### src/sv/segment_mmu_translate_defines.svh
`ifndef SEGMENT_MMU_TRANSLATE_DEFINES_SVH
`define SEGMENT_MMU_TRANSLATE_DEFINES_SVH

// Check that a condition implies another in the same cycle.
`define SMMU_ASSERT_NOW(label, clk, rst, ante, cons, msg) \
   label: assert property (@(posedge clk) disable iff (rst) (ante) |-> (cons)) \
      else $error(msg);

// Check that a condition implies another in the next cycle.
`define SMMU_ASSERT_NEXT(label, clk, rst, ante, cons, msg) \
   label: assert property (@(posedge clk) disable iff (rst) (ante) |=> (cons)) \
      else $error(msg);

`endif

### src/sv/smmu_pkg.sv
`timescale 1ns / 1ps

package smmu_pkg;

   localparam int ENTRIES     = 32;
   localparam int CELL_IDX_W  = 7;
   localparam int ADDR_W      = 32;
   localparam int OP_W        = 3;
   localparam int SIZE_W      = 2;
   localparam int MAP_WORD_W  = 7;
   localparam int MAP_ENTRY_W = 5;
   localparam int CAUSE_W     = 3;
   localparam int HIT_W       = 5;
   localparam int PERM_W      = 3;

   localparam logic [OP_W-1:0] OP_READ   = 3'd0;
   localparam logic [OP_W-1:0] OP_WRITE  = 3'd1;
   localparam logic [OP_W-1:0] OP_FETCH  = 3'd2;
   localparam logic [OP_W-1:0] OP_MAP_WR = 3'd3;
   localparam logic [OP_W-1:0] OP_MAP_RD = 3'd4;

   localparam logic [1:0] WORD_PBASE  = 2'd0;
   localparam logic [1:0] WORD_VBASE  = 2'd1;
   localparam logic [1:0] WORD_LENGTH = 2'd2;
   localparam logic [1:0] WORD_PERM   = 2'd3;

   localparam int PERM_READ_BIT  = 0;
   localparam int PERM_WRITE_BIT = 1;
   localparam int PERM_EXEC_BIT  = 2;

   localparam logic [CAUSE_W-1:0] CAUSE_NONE       = 3'd0;
   localparam logic [CAUSE_W-1:0] CAUSE_NOMAP      = 3'd1;
   localparam logic [CAUSE_W-1:0] CAUSE_READ_DENY  = 3'd2;
   localparam logic [CAUSE_W-1:0] CAUSE_WRITE_DENY = 3'd3;
   localparam logic [CAUSE_W-1:0] CAUSE_EXEC_DENY  = 3'd4;

   // One beat moving down the row of segment cells.
   typedef struct packed {
      logic                  valid;
      logic [OP_W-1:0]       op;
      logic [ADDR_W-1:0]     address;
      logic [SIZE_W-1:0]     size;
      logic [MAP_WORD_W-1:0] map_word;
      logic [ADDR_W-1:0]     write_value;
      logic                  found;
      logic [HIT_W-1:0]      hit;
      logic [PERM_W-1:0]     perm;
      logic [ADDR_W-1:0]     phys;
      logic [ADDR_W-1:0]     rdata;
   } stage_type;

   typedef struct packed {
      logic [ADDR_W-1:0]  phys;
      logic [CAUSE_W-1:0] cause;
      logic [HIT_W-1:0]   hit;
      logic [SIZE_W-1:0]  size;
      logic [ADDR_W-1:0]  rdata;
   } result_type;

   function automatic logic is_access(input logic [OP_W-1:0] op);
      return (op == OP_READ) || (op == OP_WRITE) || (op == OP_FETCH);
   endfunction

endpackage

### src/sv/smmu_cell.sv
`timescale 1ns / 1ps

module smmu_cell (
   input  logic                                clock,
   input  logic                                reset,
   input  logic [smmu_pkg::CELL_IDX_W-1:0]     cell_index,
   input  logic                                advance,
   input  smmu_pkg::stage_type                 up_stage,
   output smmu_pkg::stage_type                 down_stage
);

   logic [smmu_pkg::ADDR_W-1:0] pbase_ff, pbase_in;
   logic [smmu_pkg::ADDR_W-1:0] vbase_ff, vbase_in;
   logic [smmu_pkg::ADDR_W-1:0] length_ff, length_in;
   logic [smmu_pkg::ADDR_W-1:0] limit_ff, limit_in;   // vbase + length, wrapped
   logic [smmu_pkg::ADDR_W-1:0] offset_ff, offset_in; // pbase - vbase, wrapped
   logic [smmu_pkg::PERM_W-1:0] perm_ff, perm_in;
   smmu_pkg::stage_type         stage_ff, stage_in;

   logic [smmu_pkg::CELL_IDX_W-1:0] entry;
   logic                            selected;
   logic                            in_range;

   always_comb begin
      entry    = {{(smmu_pkg::CELL_IDX_W - smmu_pkg::MAP_ENTRY_W){1'b0}},
                  up_stage.map_word[smmu_pkg::MAP_WORD_W-1:2]};
      selected = (entry == cell_index);
      in_range = (up_stage.address >= vbase_ff) && (up_stage.address < limit_ff);

      stage_in = up_stage;
      // claim the beat if no earlier segment did
      if (smmu_pkg::is_access(up_stage.op) && !up_stage.found && in_range) begin
         stage_in.found = 1'b1;
         stage_in.hit   = cell_index[smmu_pkg::HIT_W-1:0];
         stage_in.perm  = perm_ff;
         stage_in.phys  = up_stage.address + offset_ff;
      end
      if ((up_stage.op == smmu_pkg::OP_MAP_RD) && selected) begin
         case (up_stage.map_word[1:0])
            smmu_pkg::WORD_PBASE:  stage_in.rdata = pbase_ff;
            smmu_pkg::WORD_VBASE:  stage_in.rdata = vbase_ff;
            smmu_pkg::WORD_LENGTH: stage_in.rdata = length_ff;
            default: stage_in.rdata = {{(smmu_pkg::ADDR_W - smmu_pkg::PERM_W){1'b0}}, perm_ff};
         endcase
      end

      pbase_in  = pbase_ff;
      vbase_in  = vbase_ff;
      length_in = length_ff;
      limit_in  = limit_ff;
      offset_in = offset_ff;
      perm_in   = perm_ff;
      if (up_stage.valid && advance && (up_stage.op == smmu_pkg::OP_MAP_WR) && selected) begin
         case (up_stage.map_word[1:0])
            smmu_pkg::WORD_PBASE: begin
               pbase_in  = up_stage.write_value;
               offset_in = up_stage.write_value - vbase_ff;
            end
            smmu_pkg::WORD_VBASE: begin
               vbase_in  = up_stage.write_value;
               limit_in  = up_stage.write_value + length_ff;
               offset_in = pbase_ff - up_stage.write_value;
            end
            smmu_pkg::WORD_LENGTH: begin
               length_in = up_stage.write_value;
               limit_in  = vbase_ff + up_stage.write_value;
            end
            default: perm_in = up_stage.write_value[smmu_pkg::PERM_W-1:0];
         endcase
      end
   end

   always_ff @(posedge clock) begin
      if (reset) begin
         pbase_ff       <= '0;
         vbase_ff       <= '0;
         length_ff      <= '0;
         limit_ff       <= '0;
         offset_ff      <= '0;
         perm_ff        <= '0;
         stage_ff.valid <= 1'b0;
      end else begin
         pbase_ff  <= pbase_in;
         vbase_ff  <= vbase_in;
         length_ff <= length_in;
         limit_ff  <= limit_in;
         offset_ff <= offset_in;
         perm_ff   <= perm_in;
         if (advance) begin
            stage_ff <= stage_in;
         end
      end
   end

   assign down_stage = stage_ff;

endmodule

### config.mk
export PLATFORM = sky130hd
export DESIGN_NAME = smmu_cell
export DESIGN_NICKNAME = d
export VERILOG_FILES = /design/src/sv/segment_mmu_translate_defines.svh /design/src/sv/smmu_pkg.sv /design/src/sv/smmu_cell.sv
export SDC_FILE = /design/constraint.sdc
export NUM_CORES = 1
export LEC_CHECK = 0
export BUFFER_PORTS_ARGS = -buffer_cell sky130_fd_sc_hd__buf_4
export CAP_MARGIN = 20
export CORE_ASPECT_RATIO = 1.25
export CORE_MARGIN = 4
export CORE_UTILIZATION = 63
export CTS_CLUSTER_DIAMETER = 40
export DETAILED_ROUTE_END_ITERATION = 8
export PLACE_DENSITY = 0.94
export SLEW_MARGIN = 0
export SYNTH_ARGS = -nofsm -noshare
export SYNTH_HDL_FRONTEND = slang
export SYNTH_SLANG_ARGS = --single-unit
### constraint.sdc
create_clock -name clock -period 12.8 [get_ports clock]
set_input_delay 0.64 -clock clock [delete_from_list [all_inputs] [get_ports clock]]
set_output_delay 0.64 -clock clock [all_outputs]
set_load 0.03 [all_outputs]
==> summary.md, run 1 <==
| Metric | Value |
|---|---|
| Smallest setup slack after layout | `around 8.7 ns` |
| Total of warnings raised by yosys | `0` |
| Area of the mapped netlist | `approximately 0.02 mm²` |
| Most used DFF post-synth | `dfxtp_1` |
| Detailed-route DRC error count | `0` |
| Startpoint-to-endpoint class of the critical path | `primary input to register` |
| Global-route wire length before repair | `between 90 and 100 mm` |
| Max Root-Sink Buffers | `3` |
| Final slew viol count | `0` |
| DR iter-0 viols | `around 2000` |
| Max-cap violations | `0` |
| Total of flip-flops plus latches after synthesis | `~310` |
| Required time worst endpoint | `~13 ns` |
| Launching element type of the critical path | `primary input` |
| N_diodes | `0` |
| Total CTS buffers | `38` |
| Final cell utilization of the core | `0.760` |
| Wire length after detailed routing | `just over 60 mm` |
| Proportion of register bits with asynchronous set or reset after synthesis | `0` |
| Clock root cell | `clkbuf_16` |
| DR vias | `~19000` |
| EDFF count, synth | `149` |
| Die Y | `approximately 210 µm` |
| Cells after Synth | `~2200` |
| RSZ-0062 raised after global routing | `false` |
| Met2 WL post-DR | `between 20 and 30 mm` |
| Wire per inst | `20.9 µm` |
| Std cell rows | `between 70 and 80` |
| Wire length on met3 | `about 6.4 mm` |
| Critical path, cell by cell | `buf_4, inv_1, ha_2, buf_4, mux2_2, ha_1, a21oi_1, a21boi_0, a311o_1, nand4_1, o21ai_1, o41ai_2, o21ai_1, xnor2_1, o31ai_1` |
| Type of the worst min-delay path | `primary input to register` |
| Number of port buffers | `a little over 300` |
| Length of routed wiring on met1 | `24.0 mm` |
| Share of cells above drive strength 1 | `0.203` |
| Initial antenna violation count | `0` |
| Average cell area after synthesis | `between 9 and 10 µm²` |
| Count of unique library cells instantiated by Yosys | `81` |
| Maximum number of pins on one net before global-route repair | `87` |
| First drt pass iteration count | `7` |
| Smallest hold slack | `about 0.28 ns` |
| Top layer used by detailed routing | `met4` |
| Power per Cell Area | `104 mW/mm²` |
| Via count normalized by instance count | `~6.3` |
| Sink Count | `about 310` |
| Final Instance Area | `approximately 0.024 mm²` |
| Core footprint | `approximately 0.032 mm²` |
| Buffers inserted during post-CTS setup optimization | `0` |
| PostCTS Resize Cnt | `0` |
| Overall power consumption | `2.53 mW` |
| Count of antenna-violating nets left after detailed routing | `0` |
| Hold Violations, Final | `0` |
| Achievable frequency | `about 240 MHz` |
| Hold_buf cts | `0` |
| Vias in the first global route | `18515` |
| Die Width | `approximately 170 µm` |
| Filler-free cell count of the finished design | `about 2900` |
| Full die area | `approximately 0.035 mm²` |
| Pleak | `9.93 nW` |
| Aggregate negative setup slack | `0 ns` |
| Portion of the clock cycle consumed by the worst path in the final layout | `0.324` |
| Count of buffering cells on the critical path with inverters included | `3` |
| Shortest period the worst path allows | `roughly 4.1 ns` |
| Peak fanout along the critical path | `48` |
| Starting density of the core | `0.640` |
| Synthesized Nets | `2597` |
| Grt total ovfl | `0` |
| Transition at the pin with the smallest max-transition slack | `1.03 ns` |
| GR Util All Layers | `0.335` |
| NumNets Final | `2861` |
| Outcome | `complete, no violations` |
| Final setup violating endpoints | `0` |
| Max transition margin | `0.310` |
| Last weighted congestion value of the routability-driven placer | `0.973` |
| Area growth from synthesis to layout | `18.7%` |
| Placed insts | `roughly 2900` |
| Placed standard-cell area | `0.0229 mm²` |
| Post-placement setup slack | `just over 8 ns` |
| CP max stage delay | `between 0.5 and 0.6 ns` |
| Insertion delay to the later sink of the worst-skew pair | `~0.55 ns` |
| Family of cells with the greatest summed delay on the critical path | `compound AO/OA/AOI/OAI gates` |
| HPWL after DPL | `46.3 mm` |
| Crit path DAT | `~4.6 ns` |
| Type of destination of the critical path | `register` |
| Clock Skew | `roughly 0.029 ns` |
| Number of top-level pins | `310` |
| Count of H-tree levels built during CTS | `2` |
| Slowest cell on crit path | `buf_4` |
| Worst-case vdd ir drop | `0.122 mV` |
| CTS tree | `built` |
| Clock-pin slew on the worst setup and hold paths | `about 0.060 ns` |
| Seq/Total Area, Yosys | `0.380` |
## cell type report
class / instances / area [µm²]
clock buffers: 52 / 1080
clock inverters: 18 / 190
fillers: 2197 / 7650
inverters: 132 / 495
multi-input cells: 1692 / 11700
flip-flops and latches: 313 / 7760
well taps: 412 / 515
repair buffers: 329 / 2490
## sequential cells by signal, indices dropped and copies added, names as in the netlist
| signal | cells |
|---|---|
| down_stage | 150 |
| length_ff | 32 |
| limit_ff | 32 |
| offset_ff | 32 |
| pbase_ff | 32 |
| perm_ff | 3 |
| vbase_ff | 32 |
## layer usage
| metal | track usage | vias up |
|---|---|---|
| met3 | 0.0602 | 184 |
| met2 | 0.561 | 1063 |
| met1 | 0.436 | 8780 |
| met4 | 0.121 | 0 |
| li1 | - | 8677 |
| met5 | 0 | - |
## final timing paths
check                                    from         endpoint  slack (ns)  cells after the start
worst min register to register   limit_ff[22]     limit_ff[22]        0.45                      2
worst min-delay path            up_stage[112]  down_stage[112]        0.28                      1
worst max register to register   vbase_ff[10]   down_stage[71]        9.02                     11
worst max-delay path            up_stage[105]     limit_ff[30]        8.66                     15
## cells in the mapped netlist (all sizes together) (8+ instances only)
cell type  instances  share of area
nor2             128          0.024
nand2            343          0.063
inv              132          0.024
o21a              17         0.0063
nand4             30         0.0092
a21o              62          0.023
o21ai            112          0.027
dfxtp            164           0.16
nor2b             13         0.0040
nand2b            12         0.0037
nand3             33         0.0081
a222oi            33          0.016
ha               191           0.12
xnor2             72          0.031
o211ai            22         0.0083
xor2              40          0.017
buf               37          0.011
mux2             102          0.063
clkbuf            68          0.013
and2               8         0.0025
a31oi             19         0.0061
and3               8         0.0025
nor3              22         0.0054
edfxtp           149           0.22
a211oi            43          0.016
a21oi            267          0.066
## layout by cell type (no fill, tap or decap), types with 41 or more instances in the layout
cell      instances
nand2_1         343
buf_4           327
a21oi_1         266
ha_1            189
dfxtp_1         164
edfxtp_1        149
inv_1           132
nor2_1          128
o21ai_0         109
xnor2_1          72
mux2_2           64
a21o_1           60
a211oi_1         41
## worst reg2reg max path, cell delays in order (launching register included)
cell	delay, ns
dfxtp_1	0.42
inv_1	0.13
ha_1	0.32
o21ai_0	0.10
a21oi_1	0.20
nand4_1	0.13
a2111oi_0	0.61
a221o_1	0.28
a211oi_2	0.10
nor4_4	0.14
buf_4	0.65
mux2_2	0.43
## cell families (layout without fill, tap and decap cells)
| family | after synthesis | count (layout) | share of synthesized area |
|---|---|---|---|
| AO/OA/AOI/OAI | 649 | 649 | 0.202 |
| AND/OR/NAND/NOR | 628 | 628 | 0.135 |
| flip-flops | 313 | 313 | 0.380 |
| buffers and inverters | 237 | 531 | 0.0478 |
| adder cells (fa/ha/maj) | 195 | 195 | 0.121 |
| XOR/XNOR | 112 | 112 | 0.0481 |
| multiplexers | 108 | 108 | 0.0662 |
## where the power goes
part / switching, mW / internal [mW] / total [mW]
clock network: 0.442 / 0.626 / 1.07
registers: 0.00873 / 1.08 / 1.09
logic: 0.226 / 0.146 / 0.372
Power figures use the tool's default switching activity.
==> run 2, diff against run 1 <==
Settings changed: CORE_UTILIZATION 63 to 53, PLACE_DENSITY 0.94 to 0.85.
Clock period 12.8 ns to 3.4 ns, I/O delays scaled along.
==> run 2 against run 1 <==
  * Wire length is 3.9% higher
  * Final cell count increased by 10%
  * Combinational power rose to 4.3 times the previous value
  * Sequential power rose to 3.8 times the previous value
  * Critical path type is now register to register
  * Critical endpoint is now down_stage[68]
  * First-iteration DRC count is 7.0% lower
  * Global-route usage fell by 4.2 points
  * Hold slack better by 0.017 ns
  * Die area rose by 18%
==> summary.md, run 2 (synthesis results as in run 1) <==
| Metric | Value |
|---|---|
| Outcome | `complete, no violations` |
| Max reg flops | `150 (unchanged)` |
| Smallest hold slack | `0.294 ns (+0.0167 ns)` |
| Slowest cell on crit path | `a211oi_1` |
| Die Width | `184 µm (+8.6%)` |
| Power per Cell Area | `381 mW/mm² (+270%)` |
| Clock Skew | `0.0225 ns (-0.00614 ns)` |
| Type of destination of the critical path | `register` |
| RSZ-0062 raised after global routing | `false` |
| Final slew viol count | `0 (unchanged)` |
| Launching element type of the critical path | `register` |
| DR iter-0 viols | `1901 (-7.0%)` |
| Last weighted congestion value of the routability-driven placer | `0.982 (+0.89%)` |
| Clock-pin slew on the worst setup and hold paths | `0.06 ns (about the same)` |
| DR vias | `19176 (+2.5%)` |
| Insertion delay to the later sink of the worst-skew pair | `0.56 ns (about the same)` |
| First drt pass iteration count | `7 (unchanged)` |
| Filler-free cell count of the finished design | `3255 (+10%)` |
| CTS tree | `built` |
| Vias in the first global route | `18839 (+1.7%)` |
| Global-route wire length before repair | `99.1 mm (+3.0%)` |
| Initial antenna violation count | `0 (unchanged)` |
| Core footprint | `0.0381 mm² (+20%)` |
| Peak fanout along the critical path | `14 (-71%)` |
| Detailed-route DRC error count | `0 (unchanged)` |
| Sink Count | `313 (unchanged)` |
| Final setup violating endpoints | `0 (unchanged)` |
| CP max stage delay | `0.44 ns (-0.14 ns)` |
| Wire per inst | `19.7 µm (-5.9%)` |
| Grt total ovfl | `0 (unchanged)` |
| Max Root-Sink Buffers | `3 (unchanged)` |
| Critical path, cell by cell | `inv_1, ha_1, a21o_1, a211oi_1, o211ai_1, a221o_1, a211oi_2, nor4_4, buf_4, mux2_4` |
| Number of port buffers | `309 (unchanged)` |
| Placed insts | `3018 (+4.9%)` |
| Hold Crit Start | `cell_index[5]` |
| Number of top-level pins | `310 (unchanged)` |
| Leading cell types in the layout, fill and taps excluded | `384 x buf_4, 343 x nand2_1, 266 x a21oi_1, 189 x ha_1, 163 x dfxtp_1` |
| Portion of the clock cycle consumed by the worst path in the final layout | `0.985` |
| Die Y | `227 µm (+8.7%)` |
| Via count normalized by instance count | `5.89 (-7.1%)` |
| Max transition margin | `0.398 (+0.0877)` |
| Pleak | `11.0 nW (+11%)` |
| Count of antenna-violating nets left after detailed routing | `0 (unchanged)` |
| GR Util All Layers | `0.293 (-0.0419)` |
| Achievable frequency | `around 300 MHz` |
| Worst-case vdd ir drop | `0.465 mV (+280%)` |
| Transition at the pin with the smallest max-transition slack | `0.902 ns (-0.132 ns)` |
| Clock root cell | `clkbuf_16` |
| Startpoint-to-endpoint class of the critical path | `register to register` |
| Reg-to-Reg End | `down_stage[68]` |
| Area growth from synthesis to layout | `30.4%` |
| Hold endpoint | `limit_ff[30]` |
| Required time worst endpoint | `3.70 ns (-9.56 ns)` |
| Starting density of the core | `0.535 (-0.105)` |
| Worst setup slack for register-to-register paths | `0.05 ns (-8.97 ns)` |
| Number of cells traversed by the worst register-to-register path | `10 (-1)` |
| Shortest period the worst path allows | `~3.3 ns` |
| Count of H-tree levels built during CTS | `2 (unchanged)` |
| Maximum number of pins on one net before global-route repair | `85 (-2.3%)` |
| Startpoint of the worst-slack reg-to-reg timing path | `vbase_ff[13]` |
| Share of cells above drive strength 1 | `0.217 (+0.0138)` |
| Max-cap violations | `0 (unchanged)` |
| NumNets Final | `3083 (+7.8%)` |
| Crit path DAT | `3.65 ns (-0.95 ns)` |
| Full die area | `0.0417 mm² (+18%)` |
| Commonest non-fill, non-tap cell in the layout | `buf_4` |
| Type of the worst min-delay path | `primary input to register` |
| Wire length after detailed routing | `64.1 mm (+3.9%)` |
| Std cell rows | `80 (+9.6%)` |
| Total CTS buffers | `42 (+11%)` |
| HPWL after DPL | `47.0 mm (+1.5%)` |
| Count of cells along the worst hold path | `5 (+4)` |
| Hold Violations, Final | `0 (unchanged)` |
-- run 2: cell types whose count changed in the layout (fill, tap and decap cells not counted), sizes merged --
cell         previous run  this run
dlygate4sd3             0       157
buf                   329       390
inv                   140       149
clkbuf                 52        44
clkinv                  7        11
clkinvlp                2         4
bufinv                  1         2
diode                   0         1
-- run 2: cell type report --
cell class	instances	area, µm²
antenna	1	2.50
clock buffer	44	1090
clock inverter	34	345
fill	2797	11500
inverter	132	495
multi-input combinational	1692	11700
sequential	313	7760
tap	492	616
timing repair buffer	547	4570
-- run 2: routing by layer --
layer,up-vias,GRT usage,share of wire
met2,908,0.496,0.47
met3,138,0.0433,0.083
li1,9138,-,-
met1,8992,0.389,0.41
met4,0,0.0938,0.031
met5,-,0,0
-- run 2: what timing repair did --
item | in CTS | in global routing
hold buffers | 157 | 0
endpoints found under the setup margin | 0 | 21
endpoints found under the hold margin | 250 | 0
buffers inserted | 0 | 1
gates resized for setup | 0 | 8
-- run 2: power by group --
part / switching (mW) / internal, mW / total, mW
Sequential: 0.0333 / 4.07 / 4.11
Clock: 1.86 / 2.58 / 4.45
Combinational: 0.894 / 0.699 / 1.59
-- run 2: worst max-delay path: cells and delay by family, from the launching register on --
kind,cells,cell delay (ns)
AOI/OAI and AO/OA,5,1.58
adders and majority gates,1,0.32
buffers and inverters,2,0.37
DFF,1,0.40
muxes,1,0.33
and+or+nand+nor,1,0.07
-- run 2: worst max path at each step --
stage | from | endpoint | slack [ns] | depth (start not counted)
CTS | vbase_ff[10] | down_stage[53] | 0.05 | 11
global placement | up_stage[105] | limit_ff[31] | -0.19 | 14
finish | vbase_ff[13] | down_stage[68] | 0.05 | 10
detailed placement | up_stage[105] | limit_ff[25] | -0.20 | 15
global route | up_stage[114] | down_stage[62] | 0.003 | 13
floorplan | up_stage[105] | limit_ff[30] | 0.003 | 18
-- run 2: through the flow --
stage	instance area (µm²)	TNS, ns	utilization	worst slack [ns]	power (mW)
after global placement	23600	-1.00	0.618	-0.194	5.57
after global routing	26600	0	0.698	0.00319	10.5
after floorplan	20400	0	-	0.00271	5.02
after CTS	26600	0	0.697	0.0545	10.2
final	26600	0	0.698	0.0503	10.1
after detailed placement	23600	-1.56	0.618	-0.200	5.60
