## config.mk

```make
export PLATFORM = sky130hd
export DESIGN_NAME = smmu_resp
export DESIGN_NICKNAME = d
export VERILOG_FILES = /design/src/sv/segment_mmu_translate_defines.svh /design/src/sv/smmu_pkg.sv /design/src/sv/smmu_resp.sv
export SDC_FILE = /design/constraint.sdc
export NUM_CORES = 1
export LEC_CHECK = 0
export CAP_MARGIN = 30
export CORE_AREA = 2 2 88 90
export CTS_CLUSTER_DIAMETER = 30
export DETAILED_ROUTE_END_ITERATION = 12
export DIE_AREA = 0 0 90 92
export DONT_BUFFER_PORTS = 1
export PLACE_DENSITY_LB_ADDON = 0.05
export SYNTH_ARGS = -nofsm -noshare
export SYNTH_HDL_FRONTEND = slang
export SYNTH_SLANG_ARGS = --single-unit
```

## constraint.sdc

```tcl
create_clock -name clock -period 6.15 [get_ports clock]
set_clock_uncertainty 0.15 [all_clocks]
set_input_delay 0.615 -clock clock [delete_from_list [all_inputs] [get_ports clock]]
set_output_delay 0.615 -clock clock [all_outputs]
set_load 0.005 [all_outputs]
```

## src/sv/segment_mmu_translate_defines.svh

```systemverilog
`ifndef SEGMENT_MMU_TRANSLATE_DEFINES_SVH
`define SEGMENT_MMU_TRANSLATE_DEFINES_SVH

// Check that a condition implies another in the same cycle.
`define SMMU_ASSERT_NOW(label, clk, rst, ante, cons, msg) \
   label: assert property (@(posedge clk) disable iff (rst) (ante) |-> (cons)) \
      else $error(msg);

// Check that a condition implies another in the next cycle.
`define SMMU_ASSERT_NEXT(label, clk, rst, ante, cons, msg) \
   label: assert property (@(posedge clk) disable iff (rst) (ante) |=> (cons)) \
      else $error(msg);

`endif

```

## src/sv/smmu_pkg.sv

```systemverilog
`timescale 1ns / 1ps

package smmu_pkg;

   localparam int ENTRIES     = 32;
   localparam int CELL_IDX_W  = 7;
   localparam int ADDR_W      = 32;
   localparam int OP_W        = 3;
   localparam int SIZE_W      = 2;
   localparam int MAP_WORD_W  = 7;
   localparam int MAP_ENTRY_W = 5;
   localparam int CAUSE_W     = 3;
   localparam int HIT_W       = 5;
   localparam int PERM_W      = 3;

   localparam logic [OP_W-1:0] OP_READ   = 3'd0;
   localparam logic [OP_W-1:0] OP_WRITE  = 3'd1;
   localparam logic [OP_W-1:0] OP_FETCH  = 3'd2;
   localparam logic [OP_W-1:0] OP_MAP_WR = 3'd3;
   localparam logic [OP_W-1:0] OP_MAP_RD = 3'd4;

   localparam logic [1:0] WORD_PBASE  = 2'd0;
   localparam logic [1:0] WORD_VBASE  = 2'd1;
   localparam logic [1:0] WORD_LENGTH = 2'd2;
   localparam logic [1:0] WORD_PERM   = 2'd3;

   localparam int PERM_READ_BIT  = 0;
   localparam int PERM_WRITE_BIT = 1;
   localparam int PERM_EXEC_BIT  = 2;

   localparam logic [CAUSE_W-1:0] CAUSE_NONE       = 3'd0;
   localparam logic [CAUSE_W-1:0] CAUSE_NOMAP      = 3'd1;
   localparam logic [CAUSE_W-1:0] CAUSE_READ_DENY  = 3'd2;
   localparam logic [CAUSE_W-1:0] CAUSE_WRITE_DENY = 3'd3;
   localparam logic [CAUSE_W-1:0] CAUSE_EXEC_DENY  = 3'd4;

   // One beat moving down the row of segment cells.
   typedef struct packed {
      logic                  valid;
      logic [OP_W-1:0]       op;
      logic [ADDR_W-1:0]     address;
      logic [SIZE_W-1:0]     size;
      logic [MAP_WORD_W-1:0] map_word;
      logic [ADDR_W-1:0]     write_value;
      logic                  found;
      logic [HIT_W-1:0]      hit;
      logic [PERM_W-1:0]     perm;
      logic [ADDR_W-1:0]     phys;
      logic [ADDR_W-1:0]     rdata;
   } stage_type;

   typedef struct packed {
      logic [ADDR_W-1:0]  phys;
      logic [CAUSE_W-1:0] cause;
      logic [HIT_W-1:0]   hit;
      logic [SIZE_W-1:0]  size;
      logic [ADDR_W-1:0]  rdata;
   } result_type;

   function automatic logic is_access(input logic [OP_W-1:0] op);
      return (op == OP_READ) || (op == OP_WRITE) || (op == OP_FETCH);
   endfunction

endpackage

```

## src/sv/smmu_resp.sv

```systemverilog
`timescale 1ns / 1ps

module smmu_resp (
   input  logic                   clock,
   input  logic                   reset,
   input  smmu_pkg::stage_type    last_stage,
   input  logic                   rsp_tready,
   output logic                   advance,
   output logic                   rsp_valid,
   output smmu_pkg::result_type   result
);

   logic                 rsp_valid_ff;
   smmu_pkg::result_type result_ff, result_in;
   logic [smmu_pkg::CAUSE_W-1:0] cause;
   logic                         access;

   assign advance = !rsp_valid_ff || rsp_tready;

   always_comb begin
      access = smmu_pkg::is_access(last_stage.op);
      cause  = smmu_pkg::CAUSE_NONE;
      if (access && !last_stage.found) begin
         cause = smmu_pkg::CAUSE_NOMAP;
      end else if (access) begin
         case (last_stage.op)
            smmu_pkg::OP_READ:
               if (!last_stage.perm[smmu_pkg::PERM_READ_BIT]) cause = smmu_pkg::CAUSE_READ_DENY;
            smmu_pkg::OP_WRITE:
               if (!last_stage.perm[smmu_pkg::PERM_WRITE_BIT]) cause = smmu_pkg::CAUSE_WRITE_DENY;
            default:
               // fetch: execute first, then read
               if (!last_stage.perm[smmu_pkg::PERM_EXEC_BIT]) cause = smmu_pkg::CAUSE_EXEC_DENY;
               else if (!last_stage.perm[smmu_pkg::PERM_READ_BIT]) cause = smmu_pkg::CAUSE_READ_DENY;
         endcase
      end

      result_in.cause = cause;
      result_in.phys  = (access && (cause == smmu_pkg::CAUSE_NONE)) ? last_stage.phys : '0;
      result_in.hit   = (access && last_stage.found) ? last_stage.hit : '0;
      result_in.size  = access ? last_stage.size : '0;
      result_in.rdata = (last_stage.op == smmu_pkg::OP_MAP_RD) ? last_stage.rdata : '0;
   end

   always_ff @(posedge clock) begin
      if (reset) begin
         rsp_valid_ff <= 1'b0;
      end else if (advance) begin
         rsp_valid_ff <= last_stage.valid;
         result_ff    <= result_in;
      end
   end

   assign rsp_valid = rsp_valid_ff;
   assign result    = result_ff;

endmodule
```

==> flow_summary.ini, run 1 <==
[global_routing]
grt_max_degree = 75
grt_pass1_vias = 1672
antenna_found_initial = 0
grt_usage = 0.157
gr-total-overflow = 0
grt_pass1_wl_mm = 9.66

[timing]
period_needed_ns = 1.88
period_share = 0.306
hold_violations = 0
slew_viol_final = 0
setup_tns_ns = 0
slew_headroom = 0.387
setup_viol = 0
fmax_mhz = 531
rsz0062_at_grt = no
worst_slew_pin_slew_ns = 0.919

[placed_design]
dp.cells = 303
dp_hpwl_mm = 4.44
place.port_buffers = 0
gp_congestion = 0.686
place_area_sq_mm = 0.00324

[yosys]
yosysMostFrequentCell = edfxtp_1
synth_top_cell_by_area = edfxtp_1
async_reset_ff_frac = 0
synthCells = 210
avgSynthCellArea_sq_um = 14.9
synth_flop_cell = edfxtp_1
yosys_register_bits = 75
synth_cell_types = 23
synth_warnings = 0
synthesis.nets = 363
yosysSeqAreaShare = 0.715
synth_area_leaders = edfxtp_1 (71%), nor3_2 (9.3%), and2_1 (6.8%)
synth_edf_count = 74
synthTopCellsByCount = edfxtp_1 (74), and2_1 (34), nand2_1 (33), nor3_2 (29), and3_1 (5)
netlist_area_sq_mm = 0.00314
netlist.area_leader.share = 0.709

[final_layout]
drive_gt1_frac = 0.244
design_area_sq_mm = 0.00351
nFillCells = 674
fin_cells = 320
layout.nets = 365
areaGrowthSynthToFinish_pct = 11.9

[routing]
dr.pass1.iters = 4
avgRoutedWirePerCell_um = 20.0
drt_wl_total_mm = 6.40
first_iter_violations = 82
post_drt_via_cell_ratio = 5.18
drc = 0
num_vias = 1656
antenna_left = 0

[clocking]
cts_buffer_depth = 2
cts_hold_buf = 0
htreeDepth = 3
cts.clk_slew.worst_paths_ns = 0.07
cts_buffers = 9
cts-root-buf = clkbuf_8
cts_resized = 0
post-cts-setup-buffer-count = 0
clock-sinks = 75
cts_tree = yes
worstSkewPairLatency_ns = 0.33

[worst_setup_path]
r2r_end = result[4]
critPathMaxStageDelay_ns = 0.36
end_kind = output pin
worstPathRequired_ns = 5.38
ff2ff_path_depth = 3
r2r_start = rsp_valid
crit_path_start = rsp_valid
crit_chain = nor2b_1, inv_1
cp-endpoint = advance
slowest_stage = dfxtp_1
criticalPathCategory = reg -> out
r2r_slack_ns = 4.29
path_max_fanout = 3
crit_path_start_kind = flip-flop
arrival_ns = 1.12

[pwr]
vdd_drop_max_mv = 0.0999
p_comb_frac = 0.047
cellPowerDensity_mw_per_mm2 = 332
p_switching_uw = 238
p_int_uw = 926
pwr-share-seq = 0.528
p_clk_frac = 0.424
p_leak_uw = 0.00124
swShare = 0.205

[die]
start_util = 0.421
fp-row-count = 32
dieWidth_um = 90
die_area_sq_mm = 0.00828
ios = 229
die_h_um = 92
core_sq_mm = 0.00745

[worst_hold_path]
holdPathStages = 1
hold_class = in -> reg
holdCritStartpoint = reset

[outcome]
status = finished clean

[job]
drv_cap = 0
[worst max-delay path: cells and delay by family (launching register included)]
family	cells	cell delay, ns
buffers and inverters	1	0.10
DFF	1	0.36
and+or+nand+nor	1	0.32
[layout by cell type (no fill, tap or decap), types with 2 or more instances in the layout]
cell	synthesis	routed
clkbuf_8	0	9
buf_4	3	2
and2_1	34	34
clkinv_4	0	2
edfxtp_1	74	74
nor3_2	29	29
inv_1	2	2
nand2_1	33	33
nor2_1	3	2
and3_1	5	5
bufinv_16	0	4
nor3_1	4	4
[sequential cells by signal (all words and copies together) (netlist names)]
signal     cells
result        74
rsp_valid      1
[final cells by class]
type / instances / area (sq um) / share of cell area
well taps: 102 / 128 / 0.0364
flip-flops and latches: 75 / 2240 / 0.639
repair buffers: 4 / 50.0 / 0.0143
diodes: 1 / 2.50 / 0.000713
clock buffers: 10 / 128 / 0.0364
multi-input cells: 120 / 815 / 0.232
clock inverters: 6 / 138 / 0.0392
inverters: 2 / 7.51 / 0.00214
[per-layer routing]
| layer | vias up | track usage | wire length (um) |
|---|---|---|---|
| met5 | - | 0 | 0 |
| met4 | 0 | 0.0603 | 87 |
| met3 | 9 | 0.0937 | 795 |
| met2 | 113 | 0.243 | 2990 |
| met1 | 786 | 0.178 | 2530 |
| li1 | 748 | - | - |
[power groups by stage]
stage | sequential, uW | clock [uW] | combinational, uW
floorplan | 621 | 0 | 45.1
global placement | 626 | 0 | 49.1
detailed placement | 626 | 0 | 56.6
CTS | 616 | 504 | 56.6
global route | 617 | 527 | 61.8
finish | 615 | 494 | 55.2
[stage by stage]
stage,util,power [uW],setup slack (ns),hold slack (ns)
3_3_place_gp,0.431,676,3.47,0.506
6_report,0.471,1160,4.27,0.202
2_1_floorplan,-,666,1.73,0.447
4_1_cts,0.471,1180,4.26,0.188
5_1_grt,0.471,1210,4.20,0.178
3_5_place_dp,0.435,683,4.11,0.552
[cell families after synthesis]
| kind of cell | share of synthesized area |
|---|---|
| simple gates | 0.237 |
| flops | 0.715 |
| buf+inv | 0.0323 |
| compound gates | 0.0124 |
| mux | 0.00319 |
[worst min path at each step]
| stage | to | slack [ns] |
|---|---|---|
| finish | rsp_valid | 0.20 |
| global placement | rsp_valid | 0.51 |
| floorplan | rsp_valid | 0.45 |
| CTS | rsp_valid | 0.19 |
| detailed placement | rsp_valid | 0.55 |
| global route | rsp_valid | 0.18 |
Power figures use the tool's default switching activity.
==> run 2: changes to the inputs <==
==> constraint.sdc (replaced) <==
create_clock -name clock -period 1.9 [get_ports clock]
set_clock_uncertainty 0.15 [all_clocks]
set_input_delay 0.19 -clock clock [delete_from_list [all_inputs] [get_ports clock]]
set_output_delay 0.19 -clock clock [all_outputs]
set_load 0.005 [all_outputs]
==> flow_summary.ini, run 2 (synthesis results as in run 1) <==
[die]
dieWidth_um = 90
die_h_um = 92
core_sq_mm = 0.00745
fp-row-count = 32
start_util = 0.421
ios = 229
die_area_sq_mm = 0.00828

[final_layout]
design_area_sq_mm = 0.00432
layout_common_cells = dlygate4sd3_1 (76), edfxtp_1 (74), and2_1 (34)
drive_gt1_frac = 0.199
final_common_cell = dlygate4sd3_1
areaGrowthSynthToFinish_pct = 37.8
fin_cells = 398
layout.nets = 445
largest_register_ffs = 74
utilization = 0.580
n_antenna_cell = 0

[worst_setup_path]
worstPathRequired_ns = 1.84
path_max_fanout = 6
criticalPathCategory = in -> reg
end_kind = flip-flop
arrival_ns = 1.54
crit_path_start_kind = input pin

[pwr]
p_leak_uw = 0.00158
vdd_drop_max_mv = 0.454
cellPowerDensity_mw_per_mm2 = 870

[job]
drv_cap = 0

[outcome]
status = finished clean

[routing]
wl_met3_um = 857
wl_met1_mm = 2.65
first_iter_violations = 68
dr_wl_met2_mm = 3.24
drc = 0
post_drt_via_cell_ratio = 4.88
maxUsedRoutingLayer = met4
antenna_left = 0
avgRoutedWirePerCell_um = 17.3
dr.pass1.iters = 4
drt_wl_total_mm = 6.89
num_vias = 1941

[timing]
setup_viol = 0
worst_slew_pin_slew_ns = 0.585
setup_tns_ns = 0
slew_viol_final = 0
period_needed_ns = 1.60
period_share = 0.841
fmax_mhz = 626
rsz0062_at_grt = no
slew_headroom = 0.610
fin_hold_ws_ns = 0.0534
hold_violations = 0

[placed_design]
gp_congestion = 0.731
dp.cells = 307
place.port_buffers = 0
place_area_sq_mm = 0.00332
dp_hpwl_mm = 4.34

[global_routing]
gr-total-overflow = 0
grt_pass1_vias = 2008
grt_max_degree = 45
grt_usage = 0.172
grt_pass1_wl_mm = 10.7
antenna_found_initial = 0

[clocking]
cts_tree = yes
clock-sinks = 75
cts-root-buf = clkbuf_8
cts.clk_slew.worst_paths_ns = 0.08
cts_buffer_depth = 2
htreeDepth = 3
cts_resized = 0
cts_buffers = 9
post-cts-setup-buffer-count = 0
cts_hold_buf = 76
worstSkewPairLatency_ns = 0.34

[worst_hold_path]
hold_class = in -> reg
## run 2: path summary, 6_finish.rpt
| check | start | to | slack (ns) | cells past startpoint |
|---|---|---|---|---|
| setup / recovery | last_stage[72] | result[37] | 0.30 | 3 |
| hold reg to reg | rsp_valid | result[1] | 0.62 | 2 |
| setup reg to reg | rsp_valid | result[47] | 0.51 | 3 |
| hold / removal | rsp_tready | result[1] | 0.05 | 2 |
## run 2: cell type report
type | instances | area [sq um]
inverter | 2 | 7.51
clock inverter | 6 | 114
sequential | 75 | 2240
multi-input combinational | 120 | 822
fill | 606 | 3130
clock buffer | 9 | 124
tap | 102 | 128
timing repair buffer | 84 | 883
## run 2: metal layers
metal | GRT usage | up-vias
met5 | 0 | -
met4 | 0.0795 | 0
met3 | 0.0945 | 12
met2 | 0.270 | 118
met1 | 0.194 | 906
li1 | - | 905
## run 2: worst max-delay path: stages
cell           delay, ns
dlygate4sd3_1       0.63
and3_1              0.18
dlygate4sd3_1       0.54
## run 2: stage by stage
| step | total power (uW) | setup slack, ns |
|---|---|---|
| floorplan | 2150 | -0.204 |
| global placement | 2210 | 0.543 |
| detailed placement | 2220 | 0.520 |
| CTS | 3790 | 0.332 |
| global route | 3920 | 0.322 |
| finish | 3760 | 0.301 |
## run 2: power by group
| part | internal [uW] | switching, uW |
|---|---|---|
| sequential | 1930 | 58.8 |
| combinational | 172 | 151 |
| clock | 869 | 581 |
| total | 2970 | 790 |
==> run 3: changes to the inputs <==
--- a/config.mk
+++ b/config.mk
@@ -5,11 +5,12 @@
 export SDC_FILE = /design/constraint.sdc
 export NUM_CORES = 1
 export LEC_CHECK = 0
+export ABC_AREA = 1
 export CAP_MARGIN = 30
-export CORE_AREA = 2 2 88 90
+export CORE_AREA = 2 2 89 91
 export CTS_CLUSTER_DIAMETER = 30
 export DETAILED_ROUTE_END_ITERATION = 12
-export DIE_AREA = 0 0 90 92
+export DIE_AREA = 0 0 91 93
 export DONT_BUFFER_PORTS = 1
 export PLACE_DENSITY_LB_ADDON = 0.05
 export SYNTH_ARGS = -nofsm -noshare
==> constraint.sdc (replaced) <==
create_clock -name clock -period 1.7 [get_ports clock]
set_clock_uncertainty 0.15 [all_clocks]
set_input_delay 0.17 -clock clock [delete_from_list [all_inputs] [get_ports clock]]
set_output_delay 0.17 -clock clock [all_outputs]
set_load 0.005 [all_outputs]
==> flow_summary.ini, run 3 <==
[timing]
worst_slew_pin_slew_ns = 0.315
fmax_mhz = 625
setup_tns_ns = 0
hold_violations = 0
slew_viol_final = 0
fin_hold_ws_ns = 0.0326
rsz0062_at_grt = no
period_share = 0.941
setup_viol = 0
period_needed_ns = 1.60
layout_setup_ws_ns = 0.100
slew_headroom = 0.790

[pwr]
p_comb_frac = 0.096
vdd_drop_max_mv = 0.350
swShare = 0.241
pwr-share-seq = 0.590
p_int_uw = 2870
p_total_uw = 3780
p_leak_uw = 0.00180
cellPowerDensity_mw_per_mm2 = 879
p_clk_frac = 0.314
p_switching_uw = 910

[worst_setup_path]
path_max_fanout = 6
end_kind = flip-flop
criticalPathCategory = in -> reg
cp-endpoint = result[35]
crit_path_start_kind = input pin
arrival_ns = 1.53
r2r_end = rsp_valid
crit_cells = 4
path_buf_inv = 2
critPathMaxStageDelay_ns = 0.61
critical_path.most_common_cell = dlygate4sd3_1
crit_path_start = last_stage[72]
ff2ff_path_depth = 3
slowest_stage = dlygate4sd3_1
crit_chain = dlygate4sd3_1, nand3_4, nor2_1, dlygate4sd3_1
crit_family = buffers and inverters
r2r_slack_ns = 0.33
worstPathRequired_ns = 1.63
r2r_start = rsp_valid

[final_layout]
layout_common_cells = inv_1 (79), dlygate4sd3_1 (76), edfxtp_1 (74)
areaGrowthSynthToFinish_pct = 34.0
register_area_sq_mm = 0.00224
nFillCells = 651
largest_register_ffs = 74
layout.nets = 494
n_antenna_cell = 0
drive_gt1_frac = 0.165
multi_input_area_sq_um = 607
fin_cells = 448
final_common_cell = inv_1

[routing]
first_iter_violations = 82
num_vias = 2047
antenna_left = 0
avgRoutedWirePerCell_um = 15.0
post_drt_via_cell_ratio = 4.57
dr.pass1.iters = 4
drt_wl_total_mm = 6.71
drc = 0

[yosys]
synth_top_cell_by_area = edfxtp_1
synthCells = 258
async_reset_ff_frac = 0
yosys_register_bits = 75
yosysSeqAreaShare = 0.699
avgSynthCellArea_sq_um = 12.4
synthesis.nets = 411
synth_flop_cell = edfxtp_1
netlist.area_leader.share = 0.693
synth_warnings = 0
synthTopCellsByCount = inv_1 (79), edfxtp_1 (74), nor2_1 (44), nor3_2 (27), nand2_1 (8)
synth_edf_count = 74
synth_cell_types = 18
yosysMostFrequentCell = inv_1
netlist_area_sq_mm = 0.00321
synth_area_leaders = edfxtp_1 (69%), inv_1 (9.3%), nor3_2 (8.4%)

[die]
ios = 229
die_h_um = 93
dieWidth_um = 91
start_util = 0.426
die_area_sq_mm = 0.00846
core_sq_mm = 0.00753
fp-row-count = 32

[clocking]
cts-root-buf = clkbuf_8
cts_tree = yes
htreeDepth = 3
cts.clk_slew.worst_paths_ns = 0.08
cts_buffers = 9
clock-sinks = 75
cts_buffer_depth = 2
worstSkewPairLatency_ns = 0.33

[placed_design]
place.port_buffers = 0
gp_congestion = 0.794
dp_slack_ns = 0.330
dp.cells = 356
dp_hpwl_mm = 4.09

[global_routing]
grt_usage = 0.157
gr-total-overflow = 0
grt_pass1_wl_mm = 10.0
antenna_found_initial = 0
grt_pass1_vias = 1962
grt_max_degree = 42

[outcome]
status = finished clean

[worst_hold_path]
hold_class = in -> reg

[job]
drv_cap = 0
run 3: changes by cell type in the layout (fill, tap and decap cells not counted), moves of 3 or more:
cell	change
inv_1	+77
nor2_1	+42
and2_1	-34
nand2_1	-25
and3_1	-5
bufinv_16	-3
nand2_2	+3
nor3_4	+3
run 3: per-layer routing:
| metal | vias up | GRT usage | routed length (um) |
|---|---|---|---|
| met5 | - | 0 | 0 |
| met4 | 0 | 0.0682 | 53 |
| met3 | 4 | 0.0830 | 723 |
| met2 | 106 | 0.237 | 3000 |
| met1 | 962 | 0.187 | 2930 |
| li1 | 975 | - | - |
run 3: power by group through the flow:
stage          sequential (uW)  clock, uW  combinational (uW)
3_5_place_dp              2270          0                 226
3_3_place_gp              2270          0                 223
2_1_floorplan             2250          0                 173
6_report                  2230       1180                 363
4_1_cts                   2230       1220                 365
5_1_grt                   2240       1290                 400
run 3: worst min-delay path by stage:
| stage | startpoint | end | cells after the start |
|---|---|---|---|
| after global routing | last_stage[148] | result[34] | 3 |
| after detailed placement | reset | rsp_valid | 1 |
| after CTS | last_stage[148] | result[32] | 3 |
| final | last_stage[148] | result[37] | 3 |
| after global placement | reset | rsp_valid | 1 |
| after floorplan | reset | rsp_valid | 1 |
run 3: final cells by class:
class	count	area share
tap	102	0.0297
clock buffer	9	0.0288
inverter	80	0.0699
multi-input combinational	94	0.141
sequential	75	0.522
timing repair buffer	81	0.197
clock inverter	7	0.0105
run 3: worst min-delay path: stages:
cell and delay, ns:
inv_2 0.03, nand3_4 0.10, nor2_1 0.04
run 3: per-stage QoR:
stage,area [sq um],util
3_3_place_gp,3370,0.447
6_report,4300,0.571
2_1_floorplan,3220,-
5_1_grt,4300,0.571
3_5_place_dp,3370,0.447
4_1_cts,4300,0.571
run 3: cells by family (layout without fill, tap and decap cells):
logic type             after synthesis  in the layout  share of synthesized area
and+or+nand+nor                     91             91                      0.181
buffers and inverters               89            177                      0.115
DFF                                 75             75                      0.699
AOI/OAI and AO/OA                    3              3                    0.00508
run 3: repair_timing:
item,in CTS,in global routing
setup buffers,0,0
hold buffers,76,0
hold endpoints to repair,74,0
gates resized for setup,0,0
